===== config.mk =====
export PLATFORM = sky130hd
export DESIGN_NAME = ctrvpmu_div_cell
export DESIGN_NICKNAME = d
export VERILOG_FILES = /design/src/rtl/ctrvpmu_pkg.sv /design/src/rtl/ctrvpmu_div_cell.sv
export SDC_FILE = /design/constraint.sdc
export NUM_CORES = 1
export LEC_CHECK = 0
export ABC_CLOCK_PERIOD_IN_PS = 2480
export BUFFER_PORTS_ARGS = -buffer_cell sky130_fd_sc_hd__buf_4
export CORE_MARGIN = 1.5
export CORE_UTILIZATION = 44
export CTS_CLUSTER_DIAMETER = 120
export DETAILED_ROUTE_END_ITERATION = 6
export HOLD_SLACK_MARGIN = 0.08
export PLACE_DENSITY = 0.75
export SYNTH_ARGS = -nofsm -noshare
export SYNTH_HDL_FRONTEND = slang
export SYNTH_SLANG_ARGS = --single-unit
export TNS_END_PERCENT = 100

===== constraint.sdc =====
create_clock -name clk -period 2.48 [get_ports clk]
set_input_delay 0 -clock clk [delete_from_list [all_inputs] [get_ports clk]]
set_output_delay 0 -clock clk [all_outputs]
set_load 0.005 [all_outputs]

===== src/rtl/ctrvpmu_pkg.sv =====
`timescale 1ns / 1ps

package ctrvpmu_pkg;

	localparam int ANGLE_ITERATIONS = 24;
	localparam int CW = 34;
	localparam int NW = 56;
	localparam int DW = 34;
	localparam logic [17:0] TURN_SCALE = 18'd166886;
	localparam logic signed [CW-1:0] CORDIC_GAIN = 34'sd652032874;

	localparam logic [7:0] REG_STEP_TIME = 8'd0;
	localparam logic [7:0] REG_NEAR_ZERO_RATE = 8'd1;

	typedef struct packed {
		logic signed [31:0] pos_x;
		logic signed [31:0] pos_y;
		logic [31:0] heading;
		logic signed [23:0] speed;
		logic signed [27:0] turn_rate;
		logic last_in_batch;
	} in_item_t;

	typedef struct packed {
		logic signed [31:0] new_x;
		logic signed [31:0] new_y;
		logic [31:0] new_heading;
		logic saturated;
		logic last_out;
	} out_item_t;

	typedef struct packed {
		logic signed [CW-1:0] x;
		logic signed [CW-1:0] y;
		logic signed [CW-1:0] z;
	} cordic_t;

	typedef struct packed {
		logic [DW:0] rem;
		logic [NW-1:0] nq;
		logic [DW-1:0] dv;
	} div_t;

	function automatic logic [31:0] atan_lut(input logic [4:0] i);
		logic [31:0] r;
		case (i)
			5'd0: r = 32'h20000000;
			5'd1: r = 32'h12E4051E;
			5'd2: r = 32'h09FB385B;
			5'd3: r = 32'h051111D4;
			5'd4: r = 32'h028B0D43;
			5'd5: r = 32'h0145D7E1;
			5'd6: r = 32'h00A2F61E;
			5'd7: r = 32'h00517C55;
			5'd8: r = 32'h0028BE53;
			5'd9: r = 32'h00145F2F;
			5'd10: r = 32'h000A2F98;
			5'd11: r = 32'h000517CC;
			5'd12: r = 32'h00028BE6;
			5'd13: r = 32'h000145F3;
			5'd14: r = 32'h0000A2FA;
			5'd15: r = 32'h0000517D;
			5'd16: r = 32'h000028BE;
			5'd17: r = 32'h0000145F;
			5'd18: r = 32'h00000A30;
			5'd19: r = 32'h00000518;
			5'd20: r = 32'h0000028C;
			5'd21: r = 32'h00000146;
			5'd22: r = 32'h000000A3;
			5'd23: r = 32'h00000051;
			5'd24: r = 32'h00000029;
			5'd25: r = 32'h00000014;
			5'd26: r = 32'h0000000A;
			5'd27: r = 32'h00000005;
			5'd28: r = 32'h00000003;
			5'd29: r = 32'h00000001;
			5'd30: r = 32'h00000001;
			default: r = 32'h00000000;
		endcase
		return r;
	endfunction

endpackage


===== src/rtl/ctrvpmu_div_cell.sv =====
`timescale 1ns / 1ps

module ctrvpmu_div_cell import ctrvpmu_pkg::*; (
	input logic clk,
	input logic en,
	input div_t d,
	output div_t q
);

	logic [DW:0] r2;
	logic ge;

	always_comb begin
		r2 = {d.rem[DW-1:0], d.nq[NW-1]};
		ge = r2 >= {1'b0, d.dv};
	end

	always_ff @(posedge clk) begin
		if (en) begin
			q.rem <= ge ? r2 - {1'b0, d.dv} : r2;
			q.nq <= {d.nq[NW-2:0], ge};
			q.dv <= d.dv;
		end
	end

endmodule


==> impl_metrics.json <==
{
  "outcome": "complete, no violations",
  "synth_warnings": 0,
  "fp.dieArea_um2": 14900,
  "post_dp_cell_area_um2": 8770,
  "num-nets-final": 1126,
  "final_common_cell": "buf_4",
  "ys.flop_type": "edfxtp_1",
  "final_hold_viol_count": 0,
  "ir_worst_vdd_mv": 0.425,
  "critPathCapture": "q[116]$_DFFE_PP_",
  "fin_crit_ns": 2.40,
  "syn-num-nets": 682,
  "min_period_over_period_pct": 96.7,
  "viasPerCell": 5.09,
  "slew_headroom_pct": 70.5,
  "routed-via-count": 5884,
  "synth_edf_count": 125,
  "path_class": "in2reg",
  "drive_above_1_share_pct": 39.8,
  "netlist_area_um2": 6220,
  "cts_buffer_depth": 2,
  "whs_ns": 0.0735,
  "drtAntennaViolNets": 0,
  "num_rows": 43,
  "ys_ff_latch": 125,
  "dr.first_iter.drc_count": 334,
  "grt_start_max_net_pins": 51,
  "fillers": 867,
  "fin_cells": 1157,
  "largest_register_ffs": 125,
  "cts_tree": "done",
  "power_mw": 7.01,
  "clk_pin_slew_ns": 0.06,
  "syn_to_final_growth_pct": 74.1,
  "cts_buffers": 17,
  "drv_cap": 0,
  "htree_num_levels": 4,
  "p_leak_nw": 4.80,
  "hold_path_class": "in2reg",
  "start_util_pct": 45.0,
  "finalWirelength_um": 20900,
  "crit_path_max_fanout": 8,
  "ys_types": 52,
  "drc_errors": 0,
  "finalMaxSlewViolations": 0,
  "power_density_nw_per_um2": 647,
  "n_antenna_cell": 0,
  "dr.pass1.iters": 5,
  "antenna_found_initial": 0,
  "yosysSeqAreaShare_pct": 60.4,
  "cp.required_ns": 2.65,
  "mostFrequentLayoutCells": "buf_4, dlygate4sd3_1, edfxtp_1, a21oi_1, nand2_1",
  "gp_congestion": 0.896,
  "design_area_um2": 10800,
  "wl_per_cell_um": 18.1,
  "grt-ovfl-total": 0,
  "critPathLaunchType": "primary input",
  "async_reset_ff_share_pct": 0,
  "die_w_um": 122,
  "io_buffers": 250,
  "avgSynthCellArea_um2": 12.0,
  "final-setup-viol-count": 0,
  "core_um2": 13800,
  "top_register": "q",
  "crit_arrival_ns": 2.57,
  "top_regs": "q: 125 flops",
  "clkSinkCount": 125,
  "dp_hpwl_um": 14000,
  "die_h_um": 122,
  "grt_first_pass_wirelength_um": 31700,
  "crit_start": "d[103]",
  "synth_cells": 520,
  "endpoint_kind": "flop",
  "worstHoldPathCells": 4,
  "track_usage_pct": 28.3,
  "io_pins": 252,
  "grt_pass1_vias": 6049,
  "final_util_pct": 78.3,
  "worstMarginPinSlew_ns": 0.442,
  "clockRootBuffer": "clkbuf_16",
  "dp_cells": 997,
  "fmax_mhz": 417
}
Yosys cell counts (3+ instances only):
cell type    n  area [um^2]
a211oi_1     6         45.0
a21o_1      17          128
a21oi_1     52          260
a31oi_1      5         31.3
and4_1       4         35.0
buf_2        7         35.0
clkbuf_1    12         45.0
edfxtp_1   125         3750
ha_1        34          425
inv_1       46          173
nand2_1     46          173
nand2b_1     4         25.0
nand3_1      3         15.0
nand4_1      9         56.3
nor2_1      38          143
nor3_1       9         45.0
nor4_1       3         18.8
o21a_1       7         52.6
o21ai_0     20          100
o21bai_1     6         45.0
o31ai_1      5         37.5
xnor2_1     15          131
xor2_1      12          105
worst max-delay path, stage by stage:
cell and delay (ns):
dlygate4sd3_1 0.56, buf_4 0.16, ha_4 0.22, and4_1 0.19, and2_4 0.18, nand4_1 0.10
o311ai_2 0.10, buf_4 0.15, a2111o_1 0.41, nand2_4 0.12, inv_6 0.07, buf_4 0.17
nor2_1 0.09, a21oi_1 0.05
layer usage:
layer	share of wire (%)	global-route usage (%)	up-vias
met4	2.9	11.0	0
met3	6.9	5.62	45
li1	-	-	2810
met2	51	51.1	244
met1	39	33.0	2785
met5	0	0	-
through the flow:
stage / setup WS (ns) / TNS (ns)
finish: 0.0815 / 0
global route: -0.0484 / -0.0563
CTS: 0.00684 / 0
detailed placement: -0.182 / -3.12
global placement: -0.148 / -2.37
floorplan: 0.100 / 0
power breakdown:
part / switching, mW / internal [mW] / leakage (nW) / total, mW
Combinational: 0.761 / 0.927 / 3.28 / 1.69
Sequential: 0.0802 / 2.60 / 1.22 / 2.68
Clock: 0.964 / 1.68 / 0.296 / 2.64
Total: 1.81 / 5.20 / 4.80 / 7.01
final cells by class:
class,count,area [um^2],area share [%]
clock inverters,15,194,1.79
repair buffers,445,3700,34.2
flip-flops and latches,125,3750,34.7
multi-input cells,328,2350,21.7
inverters,47,181,1.68
clock buffers,17,425,3.93
well taps,180,225,2.08
kinds of logic after synthesis:
group	synth area share, %
DFF	60.4
adders and majority gates	7.16
buffers and inverters	4.30
and+or+nand+nor	9.19
AOI/OAI and AO/OA	15.2
xor gates and xnor gates	3.80
worst min-delay path by stage:
stage                 endpoint   from  slack (ns)
2_1_floorplan   q[0]$_DFFE_PP_   d[0]         0.1
4_1_cts        q[91]$_DFFE_PP_  d[90]       -0.12
3_5_place_dp   q[74]$_DFFE_PP_  d[73]        0.18
5_1_grt        q[91]$_DFFE_PP_  d[90]        0.09
3_3_place_gp   q[63]$_DFFE_PP_  d[62]        0.18
6_report       q[91]$_DFFE_PP_  d[90]        0.07
what timing repair did:
| action | CTS | global route |
|---|---|---|
| setup endpoints to repair | 0 | 36 |
| hold buffers | 125 | 2 |
| endpoints found under the hold margin | 144 | 2 |
| buffers inserted | 0 | 1 |
| resized for setup | 0 | 38 |
No activity file was read; power rests on OpenSTA's default activity.
