$ cat src/rtl/ctrvpmu_pkg.sv
`timescale 1ns / 1ps

package ctrvpmu_pkg;

	localparam int ANGLE_ITERATIONS = 24;
	localparam int CW = 34;
	localparam int NW = 56;
	localparam int DW = 34;
	localparam logic [17:0] TURN_SCALE = 18'd166886;
	localparam logic signed [CW-1:0] CORDIC_GAIN = 34'sd652032874;

	localparam logic [7:0] REG_STEP_TIME = 8'd0;
	localparam logic [7:0] REG_NEAR_ZERO_RATE = 8'd1;

	typedef struct packed {
		logic signed [31:0] pos_x;
		logic signed [31:0] pos_y;
		logic [31:0] heading;
		logic signed [23:0] speed;
		logic signed [27:0] turn_rate;
		logic last_in_batch;
	} in_item_t;

	typedef struct packed {
		logic signed [31:0] new_x;
		logic signed [31:0] new_y;
		logic [31:0] new_heading;
		logic saturated;
		logic last_out;
	} out_item_t;

	typedef struct packed {
		logic signed [CW-1:0] x;
		logic signed [CW-1:0] y;
		logic signed [CW-1:0] z;
	} cordic_t;

	typedef struct packed {
		logic [DW:0] rem;
		logic [NW-1:0] nq;
		logic [DW-1:0] dv;
	} div_t;

	function automatic logic [31:0] atan_lut(input logic [4:0] i);
		logic [31:0] r;
		case (i)
			5'd0: r = 32'h20000000;
			5'd1: r = 32'h12E4051E;
			5'd2: r = 32'h09FB385B;
			5'd3: r = 32'h051111D4;
			5'd4: r = 32'h028B0D43;
			5'd5: r = 32'h0145D7E1;
			5'd6: r = 32'h00A2F61E;
			5'd7: r = 32'h00517C55;
			5'd8: r = 32'h0028BE53;
			5'd9: r = 32'h00145F2F;
			5'd10: r = 32'h000A2F98;
			5'd11: r = 32'h000517CC;
			5'd12: r = 32'h00028BE6;
			5'd13: r = 32'h000145F3;
			5'd14: r = 32'h0000A2FA;
			5'd15: r = 32'h0000517D;
			5'd16: r = 32'h000028BE;
			5'd17: r = 32'h0000145F;
			5'd18: r = 32'h00000A30;
			5'd19: r = 32'h00000518;
			5'd20: r = 32'h0000028C;
			5'd21: r = 32'h00000146;
			5'd22: r = 32'h000000A3;
			5'd23: r = 32'h00000051;
			5'd24: r = 32'h00000029;
			5'd25: r = 32'h00000014;
			5'd26: r = 32'h0000000A;
			5'd27: r = 32'h00000005;
			5'd28: r = 32'h00000003;
			5'd29: r = 32'h00000001;
			5'd30: r = 32'h00000001;
			default: r = 32'h00000000;
		endcase
		return r;
	endfunction

endpackage

$ cat src/rtl/ctrvpmu_cordic_cell.sv
`timescale 1ns / 1ps

module ctrvpmu_cordic_cell import ctrvpmu_pkg::*; (
	input logic clk,
	input logic en,
	input logic [4:0] idx,
	input cordic_t d,
	output cordic_t q
);

	logic signed [CW-1:0] sx;
	logic signed [CW-1:0] sy;
	logic signed [CW-1:0] at;

	always_comb begin
		sx = $signed(d.y) >>> idx;
		sy = $signed(d.x) >>> idx;
		at = $signed({2'b00, atan_lut(idx)});
	end

	always_ff @(posedge clk) begin
		if (en) begin
			if (!d.z[CW-1]) begin
				q.x <= $signed(d.x) - sx;
				q.y <= $signed(d.y) + sy;
				q.z <= $signed(d.z) - at;
			end else begin
				q.x <= $signed(d.x) + sx;
				q.y <= $signed(d.y) - sy;
				q.z <= $signed(d.z) + at;
			end
		end
	end

endmodule

$ cat config.mk
export PLATFORM = sky130hd
export DESIGN_NAME = ctrvpmu_cordic_cell
export DESIGN_NICKNAME = d
export VERILOG_FILES = /design/src/rtl/ctrvpmu_pkg.sv /design/src/rtl/ctrvpmu_cordic_cell.sv
export SDC_FILE = /design/constraint.sdc
export NUM_CORES = 1
export LEC_CHECK = 0
export ABC_AREA = 1
export BUFFER_PORTS_ARGS = -buffer_cell sky130_fd_sc_hd__buf_2
export CAP_MARGIN = 40
export CORE_MARGIN = 2
export CORE_UTILIZATION = 42
export CTS_CLUSTER_DIAMETER = 40
export DETAILED_ROUTE_END_ITERATION = 10
export PLACE_DENSITY = 0.66
export SLEW_MARGIN = 20
export SYNTH_ARGS = -nofsm -noshare
export SYNTH_HDL_FRONTEND = slang
export SYNTH_SLANG_ARGS = --single-unit
$ cat constraint.sdc
create_clock -name clk -period 4.7 [get_ports clk]
set_clock_uncertainty 0.05 [all_clocks]
set_input_delay 0.235 -clock clk [delete_from_list [all_inputs] [get_ports clk]]
set_output_delay 0.235 -clock clk [all_outputs]
set_load 0.01 [all_outputs]
==> impl_metrics.json <==
{
  "final.period_utilization_pct": 93.9,
  "initial_core_util_pct": 42.8,
  "leakage_uw": 0.00907,
  "netlist_instances": 2469,
  "vias": 17500,
  "syn_area_um2": 15300,
  "largest_reg_flops": 102,
  "cts_tree": "yes",
  "grt_max_degree": 68,
  "nets": 2936,
  "outcome": "completed",
  "grt_use_met2_pct": 48.7,
  "grtUsageTotal_pct": 29.3,
  "path_class": "input pin to flip-flop",
  "met1_usage_pct": 38.5,
  "numPortBuffers": 210,
  "crit_top_cell": "nand2_1",
  "avgSynthCellArea_um2": 6.20,
  "clk_pin_slew_ns": 0.07,
  "area_growth_pct": 16.5,
  "synth_commonest_cells": "776 x nand2_1, 366 x nand3_1, 232 x inv_1",
  "cts_setup_buffers": 0,
  "path_delay_family": "simple AND/OR/NAND/NOR gates",
  "reg_top3": "q (102)",
  "critical_path.max_stage_delay_ns": 0.39,
  "synth_most_common_cell": "nand2_1",
  "synth_seq_cells": 102,
  "dieArea_um2": 38000,
  "clock-root-buffer": "clkbuf_16",
  "cts_buffers": 9,
  "post_drt_via_cell_ratio": 5.50,
  "yosys.area.top_type": "edfxtp_1",
  "fmax_ghz": 0.227,
  "critPathCaptureType": "flip-flop",
  "dpl.hpwl_mm": 46.8,
  "largest-register": "q",
  "ys_types": 56,
  "start_kind": "input pin",
  "first_global_vias": 16400,
  "cts_resized": 0,
  "hold_class": "input pin to flip-flop",
  "grt_pass1_wl_mm": 88.0,
  "antenna_found_initial": 3,
  "finalCoreUtilization_pct": 49.9,
  "drt_iter0_drc": 1413,
  "synth_edf_count": 102,
  "io-pin-count": 211,
  "crit_arrival_ns": 4.49,
  "hold_viol": 0,
  "cp.required_ns": 4.77,
  "power_density_nw_per_um2": 301,
  "die_h_um": 195,
  "drive_gt1_share_pct": 14.8,
  "ys_async_sr_fraction_pct": 0,
  "synth_area_leaders": "edfxtp_1 20%, nand2_1 19%, nand3_1 12%",
  "tightestPinTransition_ns": 0.824,
  "finalSetupViolCount": 0,
  "ys.flop_type": "edfxtp_1",
  "dpl_cell_area_um2": 17400,
  "cts_hold_buf": 0,
  "maxSlewHeadroom_pct": 44.5,
  "ant_nets": 0,
  "use_met3_pct": 4.37,
  "seq_area_frac_synth_pct": 20.0,
  "n_fill_cell": 3791,
  "drc": 0,
  "busiest_layer": "met2",
  "rsz0062_at_grt": "true",
  "core_area_um2": 35700,
  "overflow": 0,
  "synth_nets": 2691,
  "yosysWarningCount": 0,
  "report.final.slew_viol_count": 0,
  "wl_per_cell_um": 17.8,
  "routed_wl_mm": 56.6,
  "synth_top_area_share_pct": 20.0,
  "htree_levels": 3,
  "slowest_stage": "xnor2_1",
  "dr.pass1.iters": 6,
  "clock_sinks": 102,
  "clk_path_buf_depth": 2,
  "path_max_fanout": 57,
  "place.gp.congestion": 1.03,
  "crit_buf_inv": 7,
  "fin_area_um2": 17800,
  "max_cap_viol_count": 0,
  "vdd_drop_max_mv": 0.189,
  "period_needed_ns": 4.41,
  "rows": 69,
  "dieWidth_um": 195
}
-- kinds of logic after synthesis --
kind of cell	after synthesis	synth area share [%]
simple gates	1426	39.6
flops	102	20.0
buf+inv	329	9.02
xor+xnor	173	9.90
compound gates	326	12.1
fa+ha+maj	113	9.38
-- routing by layer --
layer,share of wire (%),routed length [um],vias up
met5,0.023,13,-
met4,3.3,1860,2
met3,7.0,3940,100
met2,46,26100,685
met1,44,24700,8021
li1,-,-,8682
-- cells in the final DEF, fill, tap and decap left out, types with 4 or more instances in the layout --
cell type / count
o221ai_1: 4
o21a_1: 12
nand3_1: 366
buf_2: 210
o21ai_0: 95
nand2_2: 14
a21o_1: 7
nor2_2: 18
o22ai_1: 4
nand3_2: 4
inv_1: 232
xnor2_1: 57
a21oi_1: 136
inv_2: 9
buf_4: 95
nand4_1: 20
nand2_1: 776
ha_1: 110
o211ai_1: 11
nor3_1: 13
a21oi_2: 4
edfxtp_1: 102
nand3b_1: 7
clkbuf_16: 9
nor2_1: 192
a31oi_1: 17
o21ai_1: 12
xor2_1: 116
buf_12: 12
-- per-stage QoR --
stage / power (uW) / std cells / setup TNS [ns] / hold WS, ns / setup slack (ns)
6_report: 5370 / 3181 / 0 / 0.116 / 0.288
5_1_grt: 5770 / 3179 / -0.00643 / 0.115 / -0.00643
4_1_cts: 5350 / 3177 / 0 / 0.106 / 0.368
3_5_place_dp: 4490 / 3162 / 0 / 0.512 / 0.00505
3_3_place_gp: 4470 / 3162 / 0 / 0.517 / 0.0117
2_1_floorplan: 3420 / 2469 / 0 / 0.297 / 0.440
-- cell type report --
| cell class | instances | area [um2] | share of cell area [%] |
|---|---|---|---|
| tap | 461 | 577 | 3.23 |
| clock inverter | 5 | 83.8 | 0.470 |
| inverter | 244 | 921 | 5.16 |
| clock buffer | 10 | 229 | 1.28 |
| sequential | 102 | 3060 | 17.2 |
| multi-input combinational | 2038 | 10900 | 61.2 |
| timing repair buffer | 319 | 2040 | 11.5 |
| antenna | 2 | 5.00 | 0.0281 |
-- worst paths after layout --
kind,from,endpoint,depth (start not counted)
min,d[0],q[0],2
max,idx[1],q[66],30
-- power by group --
part | switching [uW] | leakage [uW] | total [uW] | internal [uW]
Sequential | 59.7 | 0.000998 | 1430 | 1370
Clock | 374 | 0.000145 | 840 | 466
Combinational | 1940 | 0.00792 | 3110 | 1170
Power figures use the tool's default switching activity.
